## config.mk

```make
export PLATFORM = sky130hd
export DESIGN_NAME = stable_sorted_priority_queue
export DESIGN_NICKNAME = d
export VERILOG_FILES = /design/src/hw/rtl/ssp_pkg.sv /design/src/hw/rtl/stable_sorted_priority_queue.sv /design/src/hw/rtl/ssp_cell.sv
export VERILOG_INCLUDE_DIRS = /design/src /design/src/hw/rtl
export SDC_FILE = /design/constraint.sdc
export NUM_CORES = 1
export LEC_CHECK = 0
export ABC_AREA = 1
export BUFFER_PORTS_ARGS = -buffer_cell sky130_fd_sc_hd__buf_2
export CAP_MARGIN = 25
export CORE_UTILIZATION = 39
export DETAILED_ROUTE_END_ITERATION = 8
export PLACE_DENSITY_LB_ADDON = 0.1
export SLEW_MARGIN = 20
export SYNTH_ARGS = -nofsm -noshare
export SYNTH_HDL_FRONTEND = slang
export SYNTH_SLANG_ARGS = --single-unit
```

## constraint.sdc

```tcl
create_clock -name i_clk -period 7.15 [get_ports i_clk]
set_input_delay 2.145 -clock i_clk [delete_from_list [all_inputs] [get_ports i_clk]]
set_output_delay 2.145 -clock i_clk [all_outputs]
set_load 0.02 [all_outputs]
```

## src/hw/rtl/stable_sorted_priority_queue_macros.svh

```systemverilog
// Assertion macros used by the priority queue top level.
`ifndef STABLE_SORTED_PRIORITY_QUEUE_MACROS_SVH
`define STABLE_SORTED_PRIORITY_QUEUE_MACROS_SVH

`ifndef NO_ASSERTIONS

// Property that must hold on every clock edge out of reset.
`define SSP_ASSERT_ALWAYS(lbl, cond) \
    lbl: assert property (@(posedge i_clk) disable iff (!i_rst_n) (cond)) \
        else $error("ssp assertion failed");

// Implication: trigger now, consequence on the next edge.
`define SSP_ASSERT_NEXT(lbl, trig, cons) \
    lbl: assert property (@(posedge i_clk) disable iff (!i_rst_n) (trig) |=> (cons)) \
        else $error("ssp assertion failed");

`else

`define SSP_ASSERT_ALWAYS(lbl, cond)
`define SSP_ASSERT_NEXT(lbl, trig, cons)

`endif

`endif

```

## src/hw/rtl/ssp_pkg.sv

```systemverilog
// Types, codes and sizes for the stable sorted priority queue.
package ssp_pkg;

    localparam int CAPACITY      = 16;
    localparam int PRIORITY_BITS = 8;
    localparam int CODE_BITS     = 16;
    localparam int CNT_W         = $clog2(CAPACITY + 1);

    // Input opcodes
    localparam logic [1:0] OP_INSERT = 2'd0;
    localparam logic [1:0] OP_REMOVE = 2'd1;
    localparam logic [1:0] OP_READ   = 2'd2;

    // Result status codes
    localparam logic [1:0] ST_OK    = 2'd0;
    localparam logic [1:0] ST_EMPTY = 2'd1;
    localparam logic [1:0] ST_FULL  = 2'd2;

    typedef struct packed {
        logic [CODE_BITS-1:0]     code;
        logic [PRIORITY_BITS-1:0] prio;
    } t_entry;

    typedef struct packed {
        logic   valid;
        t_entry entry;
    } t_slot;

    // What every cell does this cycle
    typedef enum logic [1:0] {
        CELL_HOLD   = 2'd0,
        CELL_INSERT = 2'd1,
        CELL_REMOVE = 2'd2,
        CELL_ROTATE = 2'd3
    } t_cell_op;

    typedef struct packed {
        t_cell_op op;
        t_entry   item;
    } t_cmd;

endpackage

```

## src/hw/rtl/stable_sorted_priority_queue.sv

```systemverilog
// Top level of the stable sorted priority queue: control and chain of cells.
//
//  channel | direction | handshake                 | payload
//  --------+-----------+---------------------------+----------------------------------
//  in      | input     | i_in_valid / o_in_ready   | opcode, item_code, item_priority
//  out     | output    | o_out_valid / i_out_ready | status, out_code, out_priority, last
//
// Insert and remove act on the whole chain at once: every cell decides locally in the same
// cycle, so one word per cycle is sustained while results are taken.
// A read-out of N entries holds off the input until it is done: the accepted read enters
// the stream state, then N result words follow while the chain rotates once round.
// Reset (synchronous, active low) empties the queue; no clearing pass.
// A stalled output register blocks input and pauses a read-out stream.
`include "stable_sorted_priority_queue_macros.svh"

module stable_sorted_priority_queue
    import ssp_pkg::*;
(
    input  logic                     i_clk,
    input  logic                     i_rst_n,
    input  logic                     i_in_valid,
    output logic                     o_in_ready,
    input  logic [1:0]               i_opcode,
    input  logic [CODE_BITS-1:0]     i_item_code,
    input  logic [PRIORITY_BITS-1:0] i_item_priority,
    output logic                     o_out_valid,
    input  logic                     i_out_ready,
    output logic [1:0]               o_status,
    output logic [CODE_BITS-1:0]     o_out_code,
    output logic [PRIORITY_BITS-1:0] o_out_priority,
    output logic                     o_last
);

    typedef enum logic [1:0] {
        S_IDLE   = 2'b01,
        S_STREAM = 2'b10
    } t_state;

    t_state               r_state;
    t_state               n_state;
    logic [CNT_W-1:0]     r_remain;
    logic [CNT_W-1:0]     n_remain;
    logic                 r_out_valid;
    logic                 n_out_valid;
    logic [1:0]           r_status;
    logic [1:0]           n_status;
    t_entry               r_out;
    t_entry               n_out;
    logic                 r_last;
    logic                 n_last;

    t_cmd                 w_cmd;
    t_slot                w_slot      [CAPACITY];
    logic                 w_keep      [CAPACITY];
    logic                 w_prev_keep [CAPACITY];
    t_slot                w_prev      [CAPACITY];
    t_slot                w_next      [CAPACITY];
    logic [CAPACITY-1:0]  w_valid_vec;
    logic [CNT_W-1:0]     w_fill;

    logic                 w_out_free;
    logic                 w_accept;
    logic                 w_empty;
    logic                 w_full;

    assign w_out_free = !r_out_valid || i_out_ready;
    assign o_in_ready = (r_state == S_IDLE) && w_out_free;
    assign w_accept   = i_in_valid && o_in_ready;
    assign w_empty    = !w_slot[0].valid;
    assign w_full     = w_slot[CAPACITY-1].valid;
    assign w_fill     = CNT_W'($countones(w_valid_vec));

    // neighbour wiring of the chain
    always_comb begin
        for (int k = 0; k < CAPACITY; k++) begin
            w_valid_vec[k] = w_slot[k].valid;
            if (k == 0) begin
                w_prev_keep[k] = 1'b1;
                w_prev[k]      = '0;
            end else begin
                w_prev_keep[k] = w_keep[k-1];
                w_prev[k]      = w_slot[k-1];
            end
            if (k == CAPACITY - 1) begin
                w_next[k] = '0;
            end else begin
                w_next[k] = w_slot[k+1];
            end
        end
    end

    // control: command to the chain and the result word
    always_comb begin
        n_state       = r_state;
        n_remain      = r_remain;
        n_out_valid   = r_out_valid && !i_out_ready;
        n_status      = r_status;
        n_out         = r_out;
        n_last        = r_last;
        w_cmd.op      = CELL_HOLD;
        w_cmd.item    = '{code: i_item_code, prio: i_item_priority};
        case (r_state)
            S_IDLE: begin
                if (w_accept) begin
                    case (i_opcode)
                        OP_INSERT: begin
                            n_out_valid = 1'b1;
                            n_out       = '0;
                            n_last      = 1'b1;
                            n_status    = w_full ? ST_FULL : ST_OK;
                            if (!w_full) begin
                                w_cmd.op = CELL_INSERT;
                            end
                        end
                        OP_REMOVE: begin
                            n_out_valid = 1'b1;
                            n_last      = 1'b1;
                            if (w_empty) begin
                                n_status = ST_EMPTY;
                                n_out    = '0;
                            end else begin
                                n_status = ST_OK;
                                n_out    = w_slot[0].entry;
                                w_cmd.op = CELL_REMOVE;
                            end
                        end
                        OP_READ: begin
                            if (w_empty) begin
                                n_out_valid = 1'b1;
                                n_status    = ST_EMPTY;
                                n_out       = '0;
                                n_last      = 1'b1;
                            end else begin
                                n_state  = S_STREAM;
                                n_remain = w_fill;
                            end
                        end
                        default: begin
                            n_state = S_IDLE;
                        end
                    endcase
                end
            end
            S_STREAM: begin
                // emit the front word and rotate it to the rear
                if (w_out_free) begin
                    n_out_valid = 1'b1;
                    n_status    = ST_OK;
                    n_out       = w_slot[0].entry;
                    n_last      = (r_remain == CNT_W'(1));
                    n_remain    = r_remain - CNT_W'(1);
                    w_cmd.op    = CELL_ROTATE;
                    if (r_remain == CNT_W'(1)) begin
                        n_state = S_IDLE;
                    end
                end
            end
            default: begin
                n_state = S_IDLE;
            end
        endcase
    end

    // the chain itself
    for (genvar g = 0; g < CAPACITY; g++) begin : g_cell
        ssp_cell u_cell (
            .i_clk       (i_clk),
            .i_rst_n     (i_rst_n),
            .i_cmd       (w_cmd),
            .i_prev_keep (w_prev_keep[g]),
            .i_prev      (w_prev[g]),
            .i_next      (w_next[g]),
            .i_front     (w_slot[0].entry),
            .o_slot      (w_slot[g]),
            .o_keep      (w_keep[g])
        );
    end

    // control registers
    always_ff @(posedge i_clk) begin
        if (!i_rst_n) begin
            r_state     <= S_IDLE;
            r_remain    <= '0;
            r_out_valid <= 1'b0;
        end else begin
            r_state     <= n_state;
            r_remain    <= n_remain;
            r_out_valid <= n_out_valid;
        end
    end

    // result payload
    always_ff @(posedge i_clk) begin
        r_status <= n_status;
        r_out    <= n_out;
        r_last   <= n_last;
    end

    assign o_out_valid    = r_out_valid;
    assign o_status       = r_status;
    assign o_out_code     = r_out.code;
    assign o_out_priority = r_out.prio;
    assign o_last         = r_last;

    // occupied cells always form a run from the front
    `SSP_ASSERT_ALWAYS(a_valid_prefix, (w_valid_vec & (w_valid_vec + 1'b1)) == '0)
    // a stream never runs with nothing left to send
    `SSP_ASSERT_ALWAYS(a_stream_count, (r_state != S_STREAM) || (r_remain != '0))
    // input is never taken while a read-out is rotating the chain
    `SSP_ASSERT_ALWAYS(a_ready_idle, !o_in_ready || (r_state == S_IDLE))
    // a remove from a non-empty queue frees exactly one cell
    `SSP_ASSERT_NEXT(a_remove_count, w_accept && (i_opcode == OP_REMOVE) && !w_empty,
                     w_fill == $past(w_fill) - 1'b1)

endmodule

```

## src/hw/rtl/ssp_cell.sv

```systemverilog
// One slot of the sorted chain: holds an entry and shifts with its neighbours.
module ssp_cell
    import ssp_pkg::*;
(
    input  logic   i_clk,
    input  logic   i_rst_n,
    input  t_cmd   i_cmd,
    input  logic   i_prev_keep,
    input  t_slot  i_prev,
    input  t_slot  i_next,
    input  t_entry i_front,
    output t_slot  o_slot,
    output logic   o_keep
);

    logic   r_valid;
    t_entry r_entry;
    logic   n_valid;
    t_entry n_entry;

    // entry stays put on insert if it is not later than the new item
    assign o_keep = r_valid && (r_entry.prio <= i_cmd.item.prio);
    assign o_slot = '{valid: r_valid, entry: r_entry};

    // next-state selection
    always_comb begin
        n_valid = r_valid;
        n_entry = r_entry;
        case (i_cmd.op)
            CELL_INSERT: begin
                if (!o_keep) begin
                    if (i_prev_keep) begin
                        n_valid = 1'b1;
                        n_entry = i_cmd.item;
                    end else begin
                        n_valid = i_prev.valid;
                        n_entry = i_prev.entry;
                    end
                end
            end
            CELL_REMOVE: begin
                n_valid = i_next.valid;
                n_entry = i_next.entry;
            end
            CELL_ROTATE: begin
                // rear cell wraps the front round; others shift forward
                if (i_next.valid) begin
                    n_entry = i_next.entry;
                end else if (r_valid) begin
                    n_entry = i_front;
                end
            end
            default: begin
                n_valid = r_valid;
            end
        endcase
    end

    always_ff @(posedge i_clk) begin
        if (!i_rst_n) begin
            r_valid <= 1'b0;
        end else begin
            r_valid <= n_valid;
        end
    end

    always_ff @(posedge i_clk) begin
        r_entry <= n_entry;
    end

endmodule

```

Yosys cells after proc, flatten, opt, wreduce, memory -nomap -nowiden
Index checks and enable logic that the tools add are counted.

operators by class
  reductions and logical operators = 63
  mux-type cells = 164
  $lt $le $gt $ge = 16
  equality and inequality tests = 50
  $add $sub $neg = 16

operators with widths
  cell                                                    count
  2-to-1 mux 24 bit                                       65
  case mux 24 bit (3 select lines)                        17
  <= comparator 8 bit                                     16
  case mux 24 bit (2 select lines)                        1
  AND reduction 3 bit                                     16
  inequality test 3 x 1 -> 1 bit (second input constant)  14
  inequality test 2 bit (second input constant)           20
  case mux 1 bit (2 select lines)                         20
  2-to-1 mux 1 bit                                        39
  AND reduction 2 bit                                     16
  2-to-1 mux 2 bit                                        11
  2-to-1 mux 5 bit                                        4
  case mux 2 bit (2 select lines)                         5
  AND reduction 5 bit                                     4
  logical AND 1 bit                                       19
  adder 1 x 1 -> 2 bit                                    8
  adder 2 x 2 -> 3 bit                                    4
  case mux 5 bit (2 select lines)                         1
  adder 3 x 3 -> 4 bit                                    2
  equality test 2 bit (second input constant)             4
  inequality test 2 x 1 -> 1 bit (second input constant)  4
  equality test 2 x 1 -> 1 bit (second input constant)    3
  inequality test 3 x 2 -> 1 bit (second input constant)  2
  case mux 2 bit (3 select lines)                         1
  11 further kinds                                        13

storage, ports and cells
  flip-flop bits (word level) = 435
  word-level logic and storage cells = 364
  input port bits = 30

Longest topological paths before layout
  word-level depth = 9
  gate-level depth with buffers = 18
  gate-level depth less buffers = 16

Hierarchy
Synthesis repeated with hierarchy kept, for this count alone.

unflattened totals
  cells, all modules = 4137
  area total of the unflattened synthesis = 36269.8 µm²

by module, submodules not included
  module                            times used  sequential area each (µm²)  area each (µm²)  cells each
  ssp_cell at g_cell[0].u_cell ...  8           740.7                       2085.8           243
  ssp_cell at g_cell[2].u_cell ...  7           740.7                       2192.1           243
  stable_sorted_priority_queue      1           970.9                       2144.6           249
  ssp_cell at g_cell[9].u_cell      1           740.7                       2094.5           243

Least setup slack after synthesis
OpenSTA, ideal clock, no wires.

  path type = input to register
  start = input port i_item_priority[3]
  end = register g_cell[9].u_cell.r_entry (netlist bit g_cell[9].u_cell.o_slot[0]) (enable)
  arrival = 5.145 ns
  setup time = 0.405 ns
  required time = 6.745 ns
  cell stages on the path = 12
  path slack = 1.601 ns
  path through = clkinv_1 > clkbuf_1 > ha_1 > nand2_1 > o21ai_0 > nand2_1 > nand2_1 > nand2_1 > nand2_1 > clkbuf_1 > o22ai_1 > nor2_1

on the way
  cells in the longest elaborated chain, start to end = 4

ends and longest elaborated chain
  item                                    RTL line                            source
  from (decl)                             stable_sorted_priority_queue.sv:25  input logic [PRIORITY_BITS-1:0] i_item_priority,
  <= comparator 8 bit                     ssp_cell.sv:22                      assign o_keep = r_valid && (r_entry.prio <= i_cmd.item.prio);
  logical AND 1 bit                       ssp_cell.sv:22
  inequality test 2 bit (no source line)  -
  AND reduction 3 bit (no source line)    -
  to (signal assigned)                    ssp_cell.sv:68                      r_entry <= n_entry;
  to (decl)                               ssp_cell.sv:17                      t_entry r_entry;

Every way passes these cells.
A chain may end at the register's enable or synchronous reset.

Worst setup path in the final report
  start = input port i_item_priority[7]
  end = register g_cell[4].u_cell.r_entry (netlist bit g_cell[4].u_cell.o_slot[19]) (enable)

on the way
  cells in the longest elaborated chain, start to end = 4

ends and longest elaborated chain
  item                                    RTL line
  <= comparator 8 bit                     ssp_cell.sv:22
  logical AND 1 bit                       ssp_cell.sv:22
  inequality test 2 bit (no source line)  -
  AND reduction 3 bit (no source line)    -
  to (signal assigned)                    ssp_cell.sv:68
  to (decl)                               ssp_cell.sv:17

Every way passes these cells.

==> results.cfg <==
[status]
status = complete, no violations

[synthesis]
syn_area_per_cell_um2 = 7.25
ys_top_cells_by_area = edfxtp_1 (41%), nand3_1 (17%), nand2_1 (17%)
ys_types = 38
synth_edf_count = 411
async_flop_share_pct = 0
ys_warn_count = 0
yosysTopAreaCellShare_pct = 40.6
seq_area_frac_synth_pct = 42.2
synthFlopType = edfxtp_1
synth_largest_area_cell = edfxtp_1
netlist_area_um2 = 30400
synth_cells = 4197
ys_ff_latch = 435
mappedNetlistNets = 4370

[detailed_routing]
drt-total-wl_um = 127000
firstDrtPassIters = 6
post_drt_wl_per_cell_um = 24.2
dr_total_vias = 29800
drt_iter0_drc = 3324
drc = 0
viasPerCell = 5.70
final_antenna_net_count = 0

[sta]
fin_skew_ps = 37.4
setup_viol = 0
min_period_ps = 5190
whs_ps = 498
slew_headroom_pct = 31.6
grt_setup_unrepaired = false
max_slew.worst_pin.slew_ps = 1020
fmax_mhz = 193
finalMaxSlewViolations = 0
setup_tns_ps = 0
period_share_pct = 72.6
finalHoldViolCount = 0

[power_and_ir_drop]
p_leak_nw = 14.6
ir_worst_vdd_mv = 0.247
p_per_area_nw_per_um2 = 309
power_mw = 10.4

[die]
rows = 102
core_area_um2 = 77300
die_w_um = 281
io_pins = 59
die-height_um = 281
die_area_um2 = 79100
initial_core_util_pct = 39.3

[cts]
clk_pin_slew_worst_paths_ps = 60
cts_resized = 0
cts_sinks = 435
htreeDepth = 2
cts_tree = built
clk_latency_ps = 650
cts_root_buffer = clkbuf_16
cts_max_path_buffers = 3
cts-hold-fix-buffers = 0
numCtsBuffers = 54
post_cts_buffers = 0

[global_routing]
grtUsageTotal_pct = 32.0
first_global_vias = 27700
grt_pass1_wl_um = 186000
grt_overflow = 0
grt_max_degree = 159
antenna_found_initial = 2

[cells_and_area]
post-route-util_pct = 43.5
drive_gt1_share_pct = 7.46
area_growth_pct = 10.7
fin_area_um2 = 33700
final_nets = 4313

[place]
gp_congestion = 0.889
hpwl_um = 82300
post_dp_cell_area_um2 = 31800
port_buffers = 58

[critical_path]
worstPathArrival_ps = 5490
cp_data_required_time_ps = 7450
path_class = primary input to register
cp-end-kind = register
worst-path-max-fanout = 18
critPathLaunchType = primary input

[run]
cap_viol_max_count = 0

[min_path]
hp-class = register to register
==> state kept, by name (all words and copies together) (netlist names) <==
signal / count
g_cell.u_cell.o_slot: 384
o_status: 2
g_cell.u_cell.r_valid: 16
r_remain: 5
r_state: 2
o_out_valid: 1
o_out_priority: 8
o_out_code: 16
o_last: 1
==> metal layers <==
metal,track usage (%),up-vias,routed length (um)
met4,11.3,0,4590
met1,43.2,14200,52700
met3,6.79,223,13000
met2,50.2,1590,56400
li1,-,13800,-
met5,0,-,0
==> placed cells by master (no fill, tap or decap), types with 54 or more instances in the layout <==
| cell type | instances |
|---|---|
| nand2_1 | 1349 |
| nand3_1 | 1024 |
| inv_1 | 437 |
| edfxtp_1 | 411 |
| o21ai_0 | 218 |
| ha_1 | 133 |
| buf_4 | 97 |
| a21oi_1 | 81 |
| nor2_1 | 73 |
| buf_2 | 58 |
| clkbuf_16 | 54 |
==> synth_stat cells, types with 4 or more instances <==
library cell and count:
o22ai_1 9, inv_1 437, buf_4 6, buf_1 23
o21a_1 12, buf_2 52, a21oi_1 86, dfxtp_1 24
a21oi_2 9, nor2_2 17, o21ai_0 219, nand3_1 1024
o21ai_1 23, inv_2 10, a31oi_1 5, nor3_1 6
nand2_1 1350, edfxtp_1 411, nor2_1 79, nand4_1 15
fa_1 10, ha_1 133, clkbuf_1 194, nor2_4 8
o211a_1 4, clkinv_1 15
==> stage by stage <==
step / instances / setup WS [ps]
after floorplan: 4197 / 1600
after global placement: 5116 / 1490
after detailed placement: 5120 / 1430
after CTS: 5220 / 2080
after global routing: 5224 / 1820
final: 5229 / 1960
==> worst max-delay path, stage by stage <==
cell      delay [ps]
buf_2             80
clkinv_1         540
buf_4            480
ha_1             350
nand2_1           70
nor2_1           140
nand2_1           70
nand2_1           50
nand2_1          380
nand3_1          240
o211a_1          530
buf_4            380
==> cell families after synthesis <==
family / synth area share [%]
compound gates: 6.50
fa+ha+maj: 6.13
flops: 42.2
xor+xnor: 0.0864
buf+inv: 9.46
simple gates: 35.7
==> path summary, 6_finish.rpt <==
check                                start                     endpoint  slack [ps]  cells past startpoint
setup reg to reg  g_cell[5].u_cell.r_valid                  r_remain[4]        2570                     15
hold / removal                 r_remain[1]                  r_remain[1]         500                      2
hold reg to reg                r_remain[1]                  r_remain[1]         500                      2
setup / recovery        i_item_priority[7]  g_cell[4].u_cell.o_slot[19]        1960                     12
==> area by class of cell <==
class | count | area, um2
fill | 8095 | 43700
antenna | 5 | 12.5
timing repair buffer | 164 | 1200
multi-input combinational | 3023 | 14800
tap | 1040 | 1300
sequential | 435 | 12800
inverter | 462 | 1740
clock buffer | 75 | 1510
clock inverter | 25 | 236
==> power by group <==
part / total, mW / switching (mW) / internal [mW]
Combinational: 3.56 / 2.54 / 1.02
Sequential: 4.04 / 0.419 / 3.62
Clock: 2.80 / 1.21 / 1.58
Note: power is estimated with default switching activity, not from simulation.
